<file path="config.mk">
export PLATFORM = sky130hd
export DESIGN_NAME = lru_cache_cost_counter
export DESIGN_NICKNAME = d
export VERILOG_FILES = /design/src/design/lrucc_pkg.sv /design/src/design/lru_cache_cost_counter.sv /design/src/design/lrucc_cell.sv
export SDC_FILE = /design/constraint.sdc
export NUM_CORES = 2
export LEC_CHECK = 0
export BUFFER_PORTS_ARGS = -buffer_cell sky130_fd_sc_hd__buf_2
export CORE_UTILIZATION = 30
export DETAILED_ROUTE_END_ITERATION = 8
export GPL_TIMING_DRIVEN = 1
export PLACE_DENSITY_LB_ADDON = 0.08
export SLEW_MARGIN = 5
export SYNTH_ARGS = -nofsm -noshare
export SYNTH_HDL_FRONTEND = slang
export SYNTH_SLANG_ARGS = --single-unit
</file>
<file path="constraint.sdc">
create_clock -name clk -period 12.6 [get_ports clk]
set_input_delay 0.63 -clock clk [delete_from_list [all_inputs] [get_ports clk]]
set_output_delay 0.63 -clock clk [all_outputs]
set_load 0.02 [all_outputs]
</file>
<file path="src/design/lrucc_pkg.sv">
// Package for the LRU cache cost counter: shared types, cost constants
// and the key case-folding function. No dependencies.

package lrucc_pkg;

    localparam int KEY_W  = 64;
    localparam int SIZE_W = 6;
    localparam int COST_W = 32;

    localparam logic [SIZE_W-1:0] SIZE_RESET = 6'd3;
    localparam logic [COST_W:0]   COST_HIT   = 33'd1;
    localparam logic [COST_W:0]   COST_MISS  = 33'd5;

    // Control bundle from the sequencer to every cell
    typedef struct packed {
        logic cmp_en;   // capture the match flag for the current word
        logic upd_en;   // apply the recency shift
    } lrucc_ctrl_t;

    typedef enum logic [2:0] {
        S_IDLE = 3'b001,
        S_CMP  = 3'b010,
        S_UPD  = 3'b100
    } lrucc_state_t;

    // Fold 'A'..'Z' to 'a'..'z' in each byte, other bytes pass unchanged
    function automatic logic [KEY_W-1:0] fold_key(input logic [KEY_W-1:0] k);
        logic [KEY_W-1:0] r;
        logic [7:0]       b;
        r = '0;
        for (int i = 0; i < KEY_W / 8; i++) begin
            b = k[8*i +: 8];
            if (b >= 8'h41 && b <= 8'h5A)
            begin
                b = b + 8'h20;
            end
            r[8*i +: 8] = b;
        end
        return r;
    endfunction

endpackage

</file>
<file path="src/design/lru_cache_cost_counter.sv">
// LRU cache cost counter: a chain of compare-and-shift slots with a small
// sequencer. The result strobe 'done' is registered after the compare and update
// cycles. A lookup takes a compare cycle, then an update cycle, during which the
// next lookup may be accepted. The receiver cannot stall.
// Reset: cost 0, no entries, cache_size 3; slot keys are not cleared.

module lru_cache_cost_counter #(
    parameter int CAPACITY = 32
) (
    input  logic                        clk,
    input  logic                        rst_n,
    input  logic                        start,
    output logic                        busy,
    input  logic [lrucc_pkg::KEY_W-1:0] key,
    input  logic                        restart,
    output logic                        done,
    output logic                        was_hit,
    output logic [lrucc_pkg::COST_W-1:0] total_cost,
    input  logic                        cfg_valid,
    output logic                        cfg_ready,
    input  logic [lrucc_pkg::SIZE_W-1:0] cfg_data
);
    import lrucc_pkg::*;

    localparam int FILL_W = $clog2(CAPACITY + 1);

    lrucc_state_t       state_reg, state_next;
    logic [KEY_W-1:0]   fkey_reg;
    logic               restart_reg;
    logic [SIZE_W-1:0]  size_reg;
    logic [FILL_W-1:0]  fill_reg, fill_next;
    logic [FILL_W-1:0]  eff_reg, eff_next;
    logic [FILL_W-1:0]  size_eff;
    logic [FILL_W-1:0]  new_fill;
    logic [COST_W-1:0]  cost_reg;
    logic [COST_W:0]    cost_sum;
    logic [COST_W-1:0]  cost_next;
    logic               done_reg;
    logic               hit_reg;
    logic               accept;
    logic               hit;
    lrucc_ctrl_t        ctrl;

    logic [KEY_W-1:0]   chain_key [CAPACITY];
    logic [CAPACITY:0]  chain_found;

    assign cfg_ready = 1'b1;
    assign busy      = (state_reg == S_CMP);
    assign accept    = start && !busy;

    // Configuration register
    always_ff @(posedge clk or negedge rst_n)
    begin
        if (!rst_n)
        begin
            size_reg <= SIZE_RESET;
        end
        else if (cfg_valid && cfg_ready)
        begin
            size_reg <= cfg_data;
        end
    end

    // Effective size is cache_size clipped to the capacity
    assign size_eff = (int'(size_reg) > CAPACITY) ? FILL_W'(CAPACITY)
                                                  : FILL_W'(size_reg);

    // Fill seen by this lookup: cleared on restart, cut to the size
    always_comb
    begin
        eff_next = restart_reg ? '0 : fill_reg;
        if (eff_next > size_eff)
        begin
            eff_next = size_eff;
        end
    end

    // Sequencer
    always_comb
    begin
        state_next = state_reg;
        case (state_reg)
            S_IDLE:  state_next = start ? S_CMP : S_IDLE;
            S_CMP:   state_next = S_UPD;
            S_UPD:   state_next = start ? S_CMP : S_IDLE;
            default: state_next = S_IDLE;
        endcase
    end

    assign ctrl.cmp_en = (state_reg == S_CMP);
    assign ctrl.upd_en = (state_reg == S_UPD);

    // Slot chain: keys flow down one slot, match flags flow down as a prefix OR
    assign chain_found[0] = 1'b0;

    for (genvar i = 0; i < CAPACITY; i++)
    begin : g_cell
        lrucc_cell #(
            .INDEX  (i),
            .FILL_W (FILL_W)
        ) u_cell (
            .clk       (clk),
            .rst_n     (rst_n),
            .ctrl      (ctrl),
            .look_key  (fkey_reg),
            .prev_key  ((i == 0) ? fkey_reg : chain_key[(i == 0) ? 0 : i - 1]),
            .eff_fill  (eff_next),
            .new_fill  (new_fill),
            .found_in  (chain_found[i]),
            .key_out   (chain_key[i]),
            .found_out (chain_found[i+1])
        );
    end

    assign hit = chain_found[CAPACITY];

    // New fill: a miss grows it up to the size, a hit keeps it
    always_comb
    begin
        new_fill = eff_reg;
        if (!hit && eff_reg < size_eff)
        begin
            new_fill = eff_reg + 1'b1;
        end
    end

    // Saturating cost update
    assign cost_sum  = {1'b0, (restart_reg ? '0 : cost_reg)} + (hit ? COST_HIT : COST_MISS);
    assign cost_next = cost_sum[COST_W] ? '1 : cost_sum[COST_W-1:0];

    assign fill_next = new_fill;

    // Control and result registers
    always_ff @(posedge clk or negedge rst_n)
    begin
        if (!rst_n)
        begin
            state_reg <= S_IDLE;
            fill_reg  <= '0;
            eff_reg   <= '0;
            cost_reg  <= '0;
            done_reg  <= 1'b0;
            hit_reg   <= 1'b0;
        end
        else
        begin
            state_reg <= state_next;
            done_reg  <= ctrl.upd_en;
            if (ctrl.cmp_en)
            begin
                eff_reg <= eff_next;
            end
            if (ctrl.upd_en)
            begin
                fill_reg <= fill_next;
                cost_reg <= cost_next;
                hit_reg  <= hit;
            end
        end
    end

    // Lookup word capture
    always_ff @(posedge clk)
    begin
        if (accept)
        begin
            fkey_reg    <= fold_key(key);
            restart_reg <= restart;
        end
    end

    assign done       = done_reg;
    assign was_hit    = hit_reg;
    assign total_cost = cost_reg;

    // Checks
    a_done_after_upd: assert property (@(posedge clk) disable iff (!rst_n)
        done |-> $past(state_reg == S_UPD))
        else $error("result strobe without an update cycle");

    a_cmp_one_cycle: assert property (@(posedge clk) disable iff (!rst_n)
        busy |=> !busy)
        else $error("compare cycle lasted more than one cycle");

    a_fill_bound: assert property (@(posedge clk) disable iff (!rst_n)
        int'(fill_reg) <= CAPACITY)
        else $error("fill count beyond capacity");

    a_hit_needs_entry: assert property (@(posedge clk) disable iff (!rst_n)
        (ctrl.upd_en && hit) |-> (eff_reg != '0))
        else $error("hit with no valid entry");

endmodule

</file>
<file path="src/design/lrucc_cell.sv">
// One recency slot of the LRU chain: holds a key, compares it, and takes
// its upper neighbor's key on a shift. Depends on lrucc_pkg.

module lrucc_cell #(
    parameter int INDEX  = 0,
    parameter int FILL_W = 6
) (
    input  logic                       clk,
    input  logic                       rst_n,
    input  lrucc_pkg::lrucc_ctrl_t     ctrl,
    input  logic [lrucc_pkg::KEY_W-1:0] look_key,
    input  logic [lrucc_pkg::KEY_W-1:0] prev_key,
    input  logic [FILL_W-1:0]          eff_fill,
    input  logic [FILL_W-1:0]          new_fill,
    input  logic                       found_in,
    output logic [lrucc_pkg::KEY_W-1:0] key_out,
    output logic                       found_out
);
    import lrucc_pkg::*;

    logic [KEY_W-1:0] key_reg;
    logic             match_reg;
    logic             shift;

    // Compare stage: only slots below the fill count can match
    always_ff @(posedge clk or negedge rst_n)
    begin
        if (!rst_n)
        begin
            match_reg <= 1'b0;
        end
        else if (ctrl.cmp_en)
        begin
            match_reg <= (key_reg == look_key) && (FILL_W'(INDEX) < eff_fill);
        end
    end

    // Shift when no match sits above this slot and it lies in the new fill
    assign shift = ctrl.upd_en && !found_in && (FILL_W'(INDEX) < new_fill);

    always_ff @(posedge clk)
    begin
        if (shift)
        begin
            key_reg <= prev_key;
        end
    end

    assign key_out   = key_reg;
    assign found_out = found_in | match_reg;

endmodule
</file>
==> impl_metrics.ini <==
[outcome]
status = complete, no violations

[sta]
maxSlewViolCount = 0
worst_pin_slew_ns = 1.29
rsz0062_at_grt = false
timing.fmax_mhz = 156
finClkSkew_ns = 0.0627
setup_viol = 0
period_needed_ns = 6.41
slew_headroom_pct = 13.4
fin_setup_tns_ns = 0
fin_ws_ns = 6.19
fin_crit_sh_pct = 50.9
finalHoldViolCount = 0

[synthesis]
yosysSeqAreaShare_pct = 70.8
ys_warn_count = 0
synthArstFlopShare_pct = 3.95
synth_seq_cells = 2200
syn_avg_cell_area_um2 = 15.9
synth_flop_cell = edfxtp_1
syn_nets = 5941
synthesis.area_um2 = 92600
ys_types = 70
synthCells = 5844
synth_edf_count = 2113

[floorplan]
fp.dieH_um = 558
initial_core_util_pct = 30.2
coreArea_um2 = 307000
die_w_um = 558
ioPinCount = 111
row_count = 203
die_area_um2 = 311000

[grt]
antenna_found_initial = 16
grt_pass1_vias = 52160
overflow = 0
track_usage_pct = 23.5
grt_max_degree = 66
grt_pass1_wl_um = 491000

[hold_path]
min_path_type = in2reg
min_path_cells = 2
whs_endpoint = fkey_reg[55]$_DFFE_PP_
worstHoldStart = key[55]

[setup_path]
crit_path_start = state_reg[1]$_DFF_PN0_
cp.required_ns = 13.10
crit_arrival_ns = 6.91
start_kind = flip-flop
ff2ff_path_depth = 12
end_kind = flip-flop
reg2reg_to = g_cell[17].u_cell.key_out[26]$_DFFE_PP_
reg2reg_slack_ns = 6.19
reg2reg_from = state_reg[1]$_DFF_PN0_
crit_type = reg2reg
cp_max_fo = 65

[power_and_ir_drop]
netSwitchingFraction_pct = 27.6
p_seq_share_pct = 46.0
internal_power_w = 0.0130
combPwrFrac_pct = 12.3
clockPowerShare_pct = 41.7
p_switching_w = 0.00494
power_w = 0.0179
pwr_density_cell_nw_per_um2 = 166
irDropWorstVdd_mv = 0.0999
p_leak_nw = 34.4

[drt]
drt_wl_total_um = 370000
ant_nets = 0
drc = 0
num_vias = 52195
routedWlPerCell_um = 35.3
drt-initial-drc-count = 5578
vias_per_cell = 4.98
drtPass1Iterations = 5

[cells_and_area]
regArea_um2 = 65600
final_cell_mix = edfxtp_1, xor2_1, xnor2_1
drive_gt1_share_pct = 11.4
final_cells = 10474
finalNetCount = 6254
syn_to_final_growth_pct = 16.3
multiInputGateArea_um2 = 26200
fillers = 29365
largest_reg_flops = 2048
final_common_cell = edfxtp_1

[clock_tree]
clkTransAtPathRegs_ns = 0.06
cts_buffers = 265
cts_max_level = 5
root_buffer = clkbuf_16
cts_tree = yes
cts.sinks = 2200
cts_buffer_depth = 4
clk_latency_ns = 0.91
postCtsSetupBuffers = 0

[placement]
place_ws_ns = 6.11
gp_congestion = 0.857
io_buffers = 109
place_inst = 9936
dpl.hpwl_um = 262000

[run]
maxCapViolations = 0
[metrics by stage]
| stage | hold WS [ns] | cell area [um2] | utilization, % |
|---|---|---|---|
| finish | 0.0749 | 108000 | 35.1 |
| global route | 0.0437 | 108000 | 35.1 |
| CTS | 0.00429 | 108000 | 35.1 |
| detailed placement | 0.455 | 99000 | 32.3 |
| global placement | 0.451 | 99000 | 32.3 |
| floorplan | 0.334 | 92600 | - |
[power by group through the flow]
stage	clock (W)	sequential [W]	combinational (W)
6_report	0.00747	0.00825	0.00220
5_1_grt	0.00785	0.00825	0.00231
4_1_cts	0.00761	0.00825	0.00222
3_5_place_dp	0	0.00840	0.00219
3_3_place_gp	0	0.00840	0.00220
2_1_floorplan	0	0.00834	0.00118
[worst max path at each step]
| stage | end | slack [ns] | depth (start not counted) |
|---|---|---|---|
| detailed placement | g_cell[17].u_cell.key_out[1]$_DFFE_PP_ | 6.11 | 12 |
| finish | g_cell[17].u_cell.key_out[26]$_DFFE_PP_ | 6.19 | 12 |
| floorplan | g_cell[17].u_cell.key_out[0]$_DFFE_PP_ | 2.04 | 10 |
| global placement | g_cell[17].u_cell.key_out[1]$_DFFE_PP_ | 6.11 | 12 |
| global route | g_cell[17].u_cell.key_out[32]$_DFFE_PP_ | 5.82 | 12 |
| CTS | g_cell[17].u_cell.key_out[1]$_DFFE_PP_ | 6.09 | 12 |
[kinds of logic (layout without fill, tap and decap cells)]
kind of cell | count (synthesis) | after routing | synth area share (%)
AOI/OAI and AO/OA | 225 | 225 | 1.51
xor gates and xnor gates | 2058 | 2058 | 19.5
adders and majority gates | 22 | 22 | 0.297
buffers and inverters | 314 | 835 | 1.28
DFF | 2200 | 2200 | 70.8
muxes | 20 | 20 | 0.230
other | 1 | 10 | 0.00405
and+or+nand+nor | 1004 | 1004 | 6.36
[worst max-delay path, cell delays in order (launching register included)]
cell      delay [ns]
dfrtp_1         0.40
or3b_2          0.46
buf_4           0.29
inv_2           0.64
nand3_1         0.38
or3_1           0.57
or4_1           0.58
or4_1           0.54
nor3_4          0.14
buf_4           0.63
nand2b_1        0.31
a211oi_4        0.27
buf_4           0.63
[repair_timing]
item / in CTS / in global routing
hold buffers: 54 / 0
hold endpoints to repair: 87 / 0
resized for setup: 0 / 0
[layer usage]
layer	up-vias	global-route usage [%]	part of all wire (%)
met5	-	0	0.0073
met2	1521	39.8	49
met1	28050	32.2	45
met3	398	2.69	4.4
li1	22222	-	-
met4	4	5.12	2.2
[synthesized netlist by cell type, drive strengths merged, types with 12 or more instances]
cell type  number  area share (%)
or2            16            0.11
nor2           55            0.23
inv            21           0.085
buf           139            0.57
clkbuf        153            0.62
o21ai          63            0.34
ha             22            0.30
a21oi          68            0.37
a31oi          12           0.081
or4            14            0.12
xor2         1225              12
o22ai          13           0.088
nor3           41            0.23
nand4         298             2.0
nand3          30            0.16
nand2         110            0.45
nor2b          13           0.088
dfrtp          84             2.3
edfxtp       2113              68
xnor2         833             7.9
nor4          380             2.6
[area by class of cell]
cell class | instances | area share (%)
Multi-Input combinational cell | 3330 | 24.3
Clock buffer | 355 | 6.64
Clock inverter | 120 | 0.958
Antenna cell | 9 | 0.0209
Tap cell | 4100 | 4.76
Timing Repair Buffer | 338 | 2.33
Sequential cell | 2200 | 60.9
Inverter | 22 | 0.0766
No activity file was read; power rests on OpenSTA's default activity.
